### config.mk
export PLATFORM = sky130hd
export DESIGN_NAME = double_hash_table_core_flat
export DESIGN_NICKNAME = d
export VERILOG_FILES = /design/src/hdl/dht_pkg.sv /design/src/hdl/dht_req_if.sv /design/src/hdl/dht_rsp_if.sv /design/src/hdl/dht_hash.sv /design/src/hdl/dht_datapath.sv /design/src/hdl/dht_ctrl.sv /design/src/hdl/double_hash_table_core.sv /design/src/flat_wrapper.sv
export SDC_FILE = /design/constraint.sdc
export NUM_CORES = 1
export LEC_CHECK = 0
export ABC_AREA = 1
export BUFFER_PORTS_ARGS = -buffer_cell sky130_fd_sc_hd__buf_2
export CAP_MARGIN = 0
export CORE_AREA = 2 2 322 324
export DETAILED_ROUTE_END_ITERATION = 6
export DIE_AREA = 0 0 324 326
export PLACE_DENSITY = 0.63
export SYNTH_ARGS = -nofsm -noshare
export SYNTH_HDL_FRONTEND = slang
export SYNTH_SLANG_ARGS = --single-unit
### constraint.sdc
create_clock -name clk -period 12.75 [get_ports clk]
set_clock_uncertainty 0.05 [all_clocks]
set_input_delay 2.55 -clock clk [delete_from_list [all_inputs] [get_ports clk]]
set_output_delay 2.55 -clock clk [all_outputs]
set_load 0.01 [all_outputs]
### src/hdl/dht_pkg.sv
// dht_pkg: shared types and constants for the double hashing table.
// No dependencies; used by every file of the block.
package dht_pkg;

  localparam int KEY_W      = 31;
  localparam int VAL_W      = 32;
  localparam int HASH_PRIME = 7;

  localparam logic [1:0] KIND_INSERT = 2'd0;
  localparam logic [1:0] KIND_SEARCH = 2'd1;
  localparam logic [1:0] KIND_REMOVE = 2'd2;

  localparam logic [1:0] STATUS_DONE      = 2'd0;
  localparam logic [1:0] STATUS_NOT_FOUND = 2'd1;
  localparam logic [1:0] STATUS_FULL      = 2'd2;

  localparam logic [1:0] MARK_EMPTY   = 2'd0;
  localparam logic [1:0] MARK_USED    = 2'd1;
  localparam logic [1:0] MARK_DELETED = 2'd2;

  typedef struct packed {
    logic       capture;
    logic       load_base;
    logic       advance;
    logic       count;
    logic       wr_entry;
    logic       wr_del;
    logic       clr_write;
    logic       set_res;
    logic [1:0] res_status;
    logic       res_take_val;
    logic       load_out;
  } dht_cmd_t;

  typedef struct packed {
    logic       hash_done;
    logic [1:0] kind;
    logic [1:0] mark;
    logic       key_match;
    logic       last;
  } dht_sts_t;

endpackage

### src/hdl/dht_req_if.sv
// dht_req_if: request channel (operation, key, value) with valid/ready.
// Depends on dht_pkg for field widths.
interface dht_req_if;
  logic                            valid;
  logic                            ready;
  logic [1:0]                      kind;
  logic [dht_pkg::KEY_W-1:0]       key;
  logic signed [dht_pkg::VAL_W-1:0] entry_value;

  modport source (output valid, kind, key, entry_value, input ready);
  modport sink   (input valid, kind, key, entry_value, output ready);
endinterface

### src/hdl/dht_rsp_if.sv
// dht_rsp_if: response channel (status, found value) with valid/ready.
// Depends on dht_pkg for field widths.
interface dht_rsp_if;
  logic                             valid;
  logic                             ready;
  logic [1:0]                       status;
  logic signed [dht_pkg::VAL_W-1:0] found_value;

  modport source (output valid, status, found_value, input ready);
  modport sink   (input valid, status, found_value, output ready);
endinterface

### src/hdl/dht_hash.sv
// dht_hash: serial residue unit, key mod TABLE_SIZE and key mod 7,
// four key bits per cycle. Depends on dht_pkg.
module dht_hash #(
  parameter int TABLE_SIZE = 16
) (
  input  logic                            clk,
  input  logic                            rst,
  input  logic                            start,
  input  logic [dht_pkg::KEY_W-1:0]       key,
  output logic                            done,
  output logic [$clog2(TABLE_SIZE)-1:0]   base,
  output logic [2:0]                      step
);
  import dht_pkg::*;

  localparam int IW    = $clog2(TABLE_SIZE);
  localparam int DIG   = 4;
  localparam int NSTEP = (KEY_W + DIG - 1) / DIG;
  localparam int PW    = NSTEP * DIG;
  localparam int CW    = $clog2(NSTEP);
  localparam logic [IW:0] SIZE_C  = (IW+1)'(TABLE_SIZE);
  localparam logic [3:0]  PRIME_C = 4'(HASH_PRIME);

  logic [PW-1:0] sh;
  logic [IW-1:0] rn, rn_next;
  logic [2:0]    r7, r7_next;
  logic [CW-1:0] cnt;
  logic          busy;

  always_comb begin
    logic [IW:0] tn;
    logic [3:0]  t7;
    tn = {1'b0, rn};
    t7 = {1'b0, r7};
    for (int b = 0; b < DIG; b++) begin
      tn = {tn[IW-1:0], sh[PW-1-b]};
      if (tn >= SIZE_C) tn = tn - SIZE_C;
      t7 = {t7[2:0], sh[PW-1-b]};
      if (t7 >= PRIME_C) t7 = t7 - PRIME_C;
    end
    rn_next = tn[IW-1:0];
    r7_next = t7[2:0];
  end

  always_ff @(posedge clk) begin
    if (rst) begin
      busy <= 1'b0;
      done <= 1'b0;
    end else begin
      done <= 1'b0;
      if (start) begin
        sh   <= {{(PW-KEY_W){1'b0}}, key};
        rn   <= '0;
        r7   <= '0;
        cnt  <= '0;
        busy <= 1'b1;
      end else if (busy) begin
        sh  <= sh << DIG;
        rn  <= rn_next;
        r7  <= r7_next;
        cnt <= cnt + 1'b1;
        if (cnt == CW'(NSTEP-1)) begin
          busy <= 1'b0;
          done <= 1'b1;
        end
      end
    end
  end

  assign base = rn;
  assign step = 3'(HASH_PRIME) - r7;

endmodule

### src/hdl/dht_datapath.sv
// dht_datapath: slot memories, probe index walk, result and output registers.
// Depends on dht_pkg and dht_hash.
module dht_datapath #(
  parameter int TABLE_SIZE = 16
) (
  input  logic                             clk,
  input  logic                             rst,
  input  dht_pkg::dht_cmd_t                cmd,
  output dht_pkg::dht_sts_t                sts,
  input  logic [1:0]                       in_kind,
  input  logic [dht_pkg::KEY_W-1:0]        in_key,
  input  logic signed [dht_pkg::VAL_W-1:0] in_value,
  output logic [1:0]                       out_status,
  output logic signed [dht_pkg::VAL_W-1:0] out_found
);
  import dht_pkg::*;

  localparam int IW = $clog2(TABLE_SIZE);
  localparam logic [IW:0] SIZE_C = (IW+1)'(TABLE_SIZE);

  logic [KEY_W-1:0] slot_keys   [TABLE_SIZE];
  logic [VAL_W-1:0] slot_values [TABLE_SIZE];
  logic [1:0]       slot_marks  [TABLE_SIZE];

  logic [1:0]       kind_r;
  logic [KEY_W-1:0] key_r;
  logic [VAL_W-1:0] val_r;
  logic [IW-1:0]    idx, idx_next, att, rd_idx, wr_addr, base;
  logic [2:0]       step, step_r;
  logic [IW:0]      sum;
  logic [KEY_W-1:0] rd_key;
  logic [VAL_W-1:0] rd_val;
  logic [1:0]       rd_mark, wr_mark;
  logic [1:0]       res_status;
  logic [VAL_W-1:0] res_found;
  logic             hash_done;

  dht_hash #(.TABLE_SIZE(TABLE_SIZE)) u_hash (
    .clk  (clk),
    .rst  (rst),
    .start(cmd.capture),
    .key  (in_key),
    .done (hash_done),
    .base (base),
    .step (step)
  );

  // step is below 8; with at least 8 slots (not enforced here) one subtract wraps
  always_comb begin
    sum      = {1'b0, idx} + {{(IW-2){1'b0}}, step_r};
    if (sum >= SIZE_C) sum = sum - SIZE_C;
    idx_next = sum[IW-1:0];
  end

  assign wr_addr = cmd.clr_write ? att : rd_idx;

  always_comb begin
    if (cmd.clr_write)   wr_mark = MARK_EMPTY;
    else if (cmd.wr_del) wr_mark = MARK_DELETED;
    else                 wr_mark = MARK_USED;
  end

  always_ff @(posedge clk) begin
    if (cmd.wr_entry) begin
      slot_keys[rd_idx]   <= key_r;
      slot_values[rd_idx] <= val_r;
    end
  end

  always_ff @(posedge clk) begin
    if (cmd.wr_entry || cmd.wr_del || cmd.clr_write) begin
      slot_marks[wr_addr] <= wr_mark;
    end
  end

  always_ff @(posedge clk) begin
    rd_key  <= slot_keys[idx];
    rd_val  <= slot_values[idx];
    rd_mark <= slot_marks[idx];
    rd_idx  <= idx;
  end

  always_ff @(posedge clk) begin
    if (rst) begin
      att <= '0;
    end else begin
      if (cmd.load_base) begin
        att <= '0;
      end else if (cmd.count || cmd.clr_write) begin
        att <= att + 1'b1;
      end
    end
  end

  always_ff @(posedge clk) begin
    if (cmd.capture) begin
      kind_r <= in_kind;
      key_r  <= in_key;
      val_r  <= in_value;
    end
    if (cmd.load_base) begin
      idx    <= base;
      step_r <= step;
    end else if (cmd.advance) begin
      idx <= idx_next;
    end
    if (cmd.set_res) begin
      res_status <= cmd.res_status;
      res_found  <= cmd.res_take_val ? rd_val : '0;
    end
    if (cmd.load_out) begin
      out_status <= res_status;
      out_found  <= res_found;
    end
  end

  assign sts.hash_done = hash_done;
  assign sts.kind      = kind_r;
  assign sts.mark      = rd_mark;
  assign sts.key_match = (rd_key == key_r);
  assign sts.last      = (att == IW'(TABLE_SIZE-1));

endmodule

### src/hdl/dht_ctrl.sv
// dht_ctrl: operation sequencer (clear, hash, probe, respond).
// Depends on dht_pkg; drives dht_datapath through dht_cmd_t.
module dht_ctrl (
  input  logic              clk,
  input  logic              rst,
  input  logic              req_valid,
  output logic              req_ready,
  output logic              rsp_valid,
  input  logic              rsp_ready,
  input  dht_pkg::dht_sts_t sts,
  output dht_pkg::dht_cmd_t cmd
);
  import dht_pkg::*;

  typedef enum logic [2:0] {
    ST_CLEAR, ST_IDLE, ST_HASH, ST_FETCH, ST_CHECK, ST_EMIT
  } state_t;

  state_t state, state_next;
  logic   finish;

  assign req_ready = (state == ST_IDLE);

  always_comb begin
    cmd        = '0;
    state_next = state;
    finish     = 1'b0;
    unique case (state)
      ST_CLEAR: begin
        cmd.clr_write = 1'b1;
        if (sts.last) state_next = ST_IDLE;
      end
      ST_IDLE: begin
        if (req_valid) begin
          cmd.capture = 1'b1;
          state_next  = ST_HASH;
        end
      end
      ST_HASH: begin
        if (sts.hash_done) begin
          cmd.load_base = 1'b1;
          state_next    = ST_FETCH;
        end
      end
      ST_FETCH: begin
        cmd.advance = 1'b1;
        state_next  = ST_CHECK;
      end
      ST_CHECK: begin
        unique case (sts.kind)
          KIND_INSERT: begin
            if (sts.mark != MARK_USED) begin
              cmd.wr_entry   = 1'b1;
              cmd.res_status = STATUS_DONE;
              finish         = 1'b1;
            end else if (sts.last) begin
              cmd.res_status = STATUS_FULL;
              finish         = 1'b1;
            end
          end
          KIND_SEARCH, KIND_REMOVE: begin
            if (sts.mark == MARK_EMPTY) begin
              cmd.res_status = STATUS_NOT_FOUND;
              finish         = 1'b1;
            end else if (sts.mark == MARK_USED && sts.key_match) begin
              cmd.wr_del       = (sts.kind == KIND_REMOVE);
              cmd.res_take_val = (sts.kind == KIND_SEARCH);
              cmd.res_status   = STATUS_DONE;
              finish           = 1'b1;
            end else if (sts.last) begin
              cmd.res_status = STATUS_NOT_FOUND;
              finish         = 1'b1;
            end
          end
          default: begin
            cmd.res_status = STATUS_NOT_FOUND;
            finish         = 1'b1;
          end
        endcase
        if (finish) begin
          cmd.set_res = 1'b1;
          state_next  = ST_EMIT;
        end else begin
          cmd.advance = 1'b1;
          cmd.count   = 1'b1;
        end
      end
      ST_EMIT: begin
        if (!rsp_valid || rsp_ready) begin
          cmd.load_out = 1'b1;
          state_next   = ST_IDLE;
        end
      end
      default: state_next = ST_CLEAR;
    endcase
  end

  always_ff @(posedge clk) begin
    if (rst) begin
      state     <= ST_CLEAR;
      rsp_valid <= 1'b0;
    end else begin
      state <= state_next;
      if (cmd.load_out) rsp_valid <= 1'b1;
      else if (rsp_ready) rsp_valid <= 1'b0;
    end
  end

endmodule

### src/hdl/double_hash_table_core.sv
// Channel | Dir | Fields                   | Handshake
// req     | in  | kind, key, entry_value   | valid/ready
// rsp     | out | status, found_value      | valid/ready
//
// One operation at a time: accept, hash, fetch, 1..TABLE_SIZE probes and
// respond, in that order; the serial hash and the one-slot-per-cycle probe
// walk over the slot memories set how long an operation takes.
// After reset a clearing pass sets every slot mark to empty; req.ready is low.
// A response waiting on rsp does not block the next request from being taken.
// Top level of the double hashing key-value table; uses dht_pkg, dht_ctrl,
// dht_datapath and the dht_req_if / dht_rsp_if channels.
module double_hash_table_core #(
  parameter int TABLE_SIZE = 16
) (
  input logic       clk,
  input logic       rst,
  dht_req_if.sink   req,
  dht_rsp_if.source rsp
);
  import dht_pkg::*;

  dht_cmd_t cmd;
  dht_sts_t sts;

  dht_ctrl u_ctrl (
    .clk      (clk),
    .rst      (rst),
    .req_valid(req.valid),
    .req_ready(req.ready),
    .rsp_valid(rsp.valid),
    .rsp_ready(rsp.ready),
    .sts      (sts),
    .cmd      (cmd)
  );

  dht_datapath #(.TABLE_SIZE(TABLE_SIZE)) u_datapath (
    .clk       (clk),
    .rst       (rst),
    .cmd       (cmd),
    .sts       (sts),
    .in_kind   (req.kind),
    .in_key    (req.key),
    .in_value  (req.entry_value),
    .out_status(rsp.status),
    .out_found (rsp.found_value)
  );

endmodule

### src/flat_wrapper.sv
// flat-port wrapper written by rule: the top's interface ports become plain ports
module double_hash_table_core_flat import dht_pkg::*;
#(
  parameter int TABLE_SIZE = 16
)
  (clk, rst, req_valid, req_kind, req_key, req_entry_value, req_ready, rsp_valid, rsp_status, rsp_found_value, rsp_ready);
  dht_req_if req_i ();
  dht_rsp_if rsp_i ();
  input logic clk;
  input logic rst;
  input wire logic [$bits(req_i.valid)-1:0] req_valid;
  input wire logic [$bits(req_i.kind)-1:0] req_kind;
  input wire logic [$bits(req_i.key)-1:0] req_key;
  input wire logic [$bits(req_i.entry_value)-1:0] req_entry_value;
  output wire logic [$bits(req_i.ready)-1:0] req_ready;
  output wire logic [$bits(rsp_i.valid)-1:0] rsp_valid;
  output wire logic [$bits(rsp_i.status)-1:0] rsp_status;
  output wire logic [$bits(rsp_i.found_value)-1:0] rsp_found_value;
  input wire logic [$bits(rsp_i.ready)-1:0] rsp_ready;
  assign req_i.valid = req_valid;
  assign req_i.kind = req_kind;
  assign req_i.key = req_key;
  assign req_i.entry_value = req_entry_value;
  assign req_ready = req_i.ready;
  assign rsp_valid = rsp_i.valid;
  assign rsp_status = rsp_i.status;
  assign rsp_found_value = rsp_i.found_value;
  assign rsp_i.ready = rsp_ready;
  double_hash_table_core #(.TABLE_SIZE(TABLE_SIZE)) u_core (.clk(clk), .rst(rst), .req(req_i), .rsp(rsp_i));
endmodule
==> qor.yml <==
worst_setup_path:
  arrival_ps: 1620
  reg2reg_slack_ps: 8540
  crit_path_start: "u_core.u_ctrl.state[0]"
  worstPathRequired_ps: 10150
  critPathLaunchType: "register"
  r2r-start: "u_core.u_datapath.idx[0]"
  crit_type: "register to output pin"
  end_kind: "output pin"
  cp_max_fo: 3
  rr_worst_depth: 8
  worstReg2RegEnd: "u_core.u_datapath.rd_val[22]"
finish:
  stdcell_area_um2: 57000
  antennaDiodeCount: 0
  drive_gt1_share_pct: 10.3
  layout_common_cells: "1222 x edfxtp_1, 398 x inv_1, 303 x nand2_1"
  nets: 3757
  fin_cells: 5163
  final_common_cell: "edfxtp_1"
  fin_util_pct: 55.6
  syn_to_final_growth_pct: 12.1
  nFillCells: 8187
sta:
  post-route-period-util_pct: 33.1
  setup_violations: 0
  fin_tns_setup_ps: 0
  rsz0062_at_grt: "no"
  slew_violations: 0
  tightestPinTransition_ps: 1250
  max_slew_margin_pct: 16.4
  hold_viol: 0
  period_needed_ps: 4220
  clock.fmax_mhz: 237
floorplan:
  initial_core_util_pct: 49.6
  die_h_um: 326
  num_rows: 118
  die_x_um: 324
  pin_count: 105
  die_area_um2: 106000
  placeableCoreArea_um2: 103000
global_routing:
  grt_pass1_vias: 27200
  track_usage_pct: 21.7
  antenna_found_initial: 4
  grt_max_degree: 204
  grt_overflow_total: 0
  grt_first_pass_wirelength_um: 170000
hold_path:
  hp-class: "register to register"
  holdPathStages: 0
  whs_endpoint: "u_core.u_datapath.out_found[10]"
  worstHoldStart: "u_core.u_datapath.res_found[10]"
run_status:
  status: "complete, no violations"
cts:
  cts-root-buf: "clkbuf_16"
  tritoncts: "yes"
  clock_sinks: 1301
  cts.clk_slew.worst_paths_ps: 60
  cts_inserted_buffers: 134
  cts_max_path_buffers: 3
  clock_latency_ps: 720
  ctsHoldBuffers: 0
  cts_resized: 0
  htreeDepth: 4
  cts_setup_buffers: 0
power_and_ir_drop:
  p_leak_nw: 20.7
  peakVddDrop_v: 0.000121
  p_per_area_nw_per_um2: 181
routing:
  routed_wl_um: 114000
  drcViolationCount: 0
  viasPerCell: 5.50
  ant_nets: 0
  drt_first_iter_violations: 2714
  dr.pass1.iters: 5
  avgRoutedWirePerCell_um: 22.2
  via_count: 28400
yosys:
  synthCells: 3581
  yosys_warnings: 0
  netlist_area_um2: 50900
  syn_area_per_cell_um2: 14.2
  synthesis.nets: 3665
  ys_seq_area_share_pct: 75.2
  ys_ff_latch: 1301
  yosys.cell_types.count: 35
placement:
  dp.cells: 4917
  hpwlAfterDp_um: 55000
  gp_congestion: 0.778
  io_buffers: 104
  place_area_um2: 52700
run:
  maxCapViolCount: 0
==> power breakdown <==
part	internal [mW]	leakage, nW	switching, mW	total, mW
combinational	0.389	6.88	0.845	1.23
sequential	5.02	11.7	0.197	5.22
clock	2.27	2.14	1.59	3.86
total	7.68	20.7	2.63	10.3
==> critical path, stage by stage (launching register included) <==
cell and delay, ps:
dfxtp_1 350, inv_1 80, nor2_1 130, nand2_1 80, inv_1 110, buf_2 140
==> synthesized netlist by cell type <==
cell / number / area, um2
edfxtp_1: 1222 / 36700
inv_1: 399 / 1500
nand2_1: 303 / 1140
o21ai_0: 296 / 1480
a21oi_1: 273 / 1370
mux2i_1: 260 / 2600
o211ai_1: 260 / 1950
nand3_1: 113 / 566
nor2_1: 107 / 402
clkbuf_1: 94 / 353
dfxtp_1: 79 / 1580
buf_2: 50 / 250
buf_1: 19 / 71.3
buf_6: 18 / 203
buf_4: 17 / 128
ha_1: 14 / 175
o21ai_1: 14 / 70.1
xnor2_1: 12 / 105
inv_2: 6 / 22.5
nand3_2: 5 / 50.1
or2_2: 3 / 18.8
xor2_1: 3 / 26.3
nand2_2: 2 / 12.5
a32oi_1: 1 / 8.76
clkinv_1: 1 / 3.75
fa_1: 1 / 20.0
nand3b_4: 1 / 20.0
nand4_1: 1 / 6.26
nor2_2: 1 / 6.26
nor2_4: 1 / 11.3
nor3_1: 1 / 5.00
nor3_2: 1 / 10.0
nor4_1: 1 / 6.26
o221ai_1: 1 / 8.76
o22ai_1: 1 / 6.26
==> registers in the layout, indices dropped and copies added (netlist names), 3 cells and up <==
signal / cells
u_core.u_datapath.slot_values: 512
u_core.u_datapath.slot_keys: 496
u_core.u_datapath.rd_idx: 4
u_core.u_ctrl.state: 3
u_core.u_datapath.u_hash.base: 4
u_core.u_datapath.u_hash.sh: 32
u_core.u_datapath.out_found: 32
u_core.u_datapath.rd_key: 31
u_core.u_datapath.idx: 4
u_core.u_datapath.res_found: 32
u_core.u_datapath.rd_val: 32
u_core.u_datapath.slot_marks: 32
u_core.u_datapath.att: 4
u_core.u_datapath.u_hash.cnt: 3
u_core.u_datapath.step_r: 3
u_core.u_datapath.val_r: 32
u_core.u_datapath.key_r: 31
u_core.u_datapath.u_hash.r7: 3
==> cell families (layout without fill, tap and decap cells) <==
group	Yosys count	in the layout	synth area share, %
fa+ha+maj	15	15	0.384
compound gates	846	846	9.62
xor+xnor	15	15	0.258
mux	260	260	5.12
simple gates	540	540	4.42
buf+inv	604	806	4.97
flops	1301	1301	75.2
==> per-layer routing <==
layer | global-route usage [%] | vias up | wire, um
li1 | - | 13300 | -
met1 | 30.9 | 14100 | 51100
met2 | 34.7 | 823 | 54200
met3 | 3.25 | 179 | 6560
met4 | 6.73 | 0 | 2630
met5 | 0 | - | 0
==> worst max-delay path by stage <==
| stage | slack (ps) | cells after the start | to |
|---|---|---|---|
| final | 8530 | 5 | req_ready |
| after CTS | 8480 | 5 | req_ready |
| after detailed placement | 7830 | 5 | u_core.u_datapath.val_r[14] |
| after floorplan | 6430 | 3 | u_core.u_datapath.u_hash.base[0] |
| after global placement | 7860 | 5 | u_core.u_datapath.val_r[16] |
| after global routing | 8370 | 5 | req_ready |
==> stage by stage <==
step	worst slack (ps)	total power, mW	hold slack (ps)
after detailed placement	7830	6.54	355
after floorplan	6430	6.16	321
final	8530	10.3	367
after global placement	7860	6.52	351
after global routing	8370	10.7	374
after CTS	8480	10.4	368
==> cell type report <==
type	instances	area [um2]	share of cell area, %
sequential	1301	38300	67.1
multi-input combinational	1676	10200	17.9
clock buffer	182	3710	6.50
tap	1380	1730	3.03
inverter	406	1540	2.70
timing repair buffer	154	921	1.61
clock inverter	64	647	1.13
(Power assumes the default switching activity.)
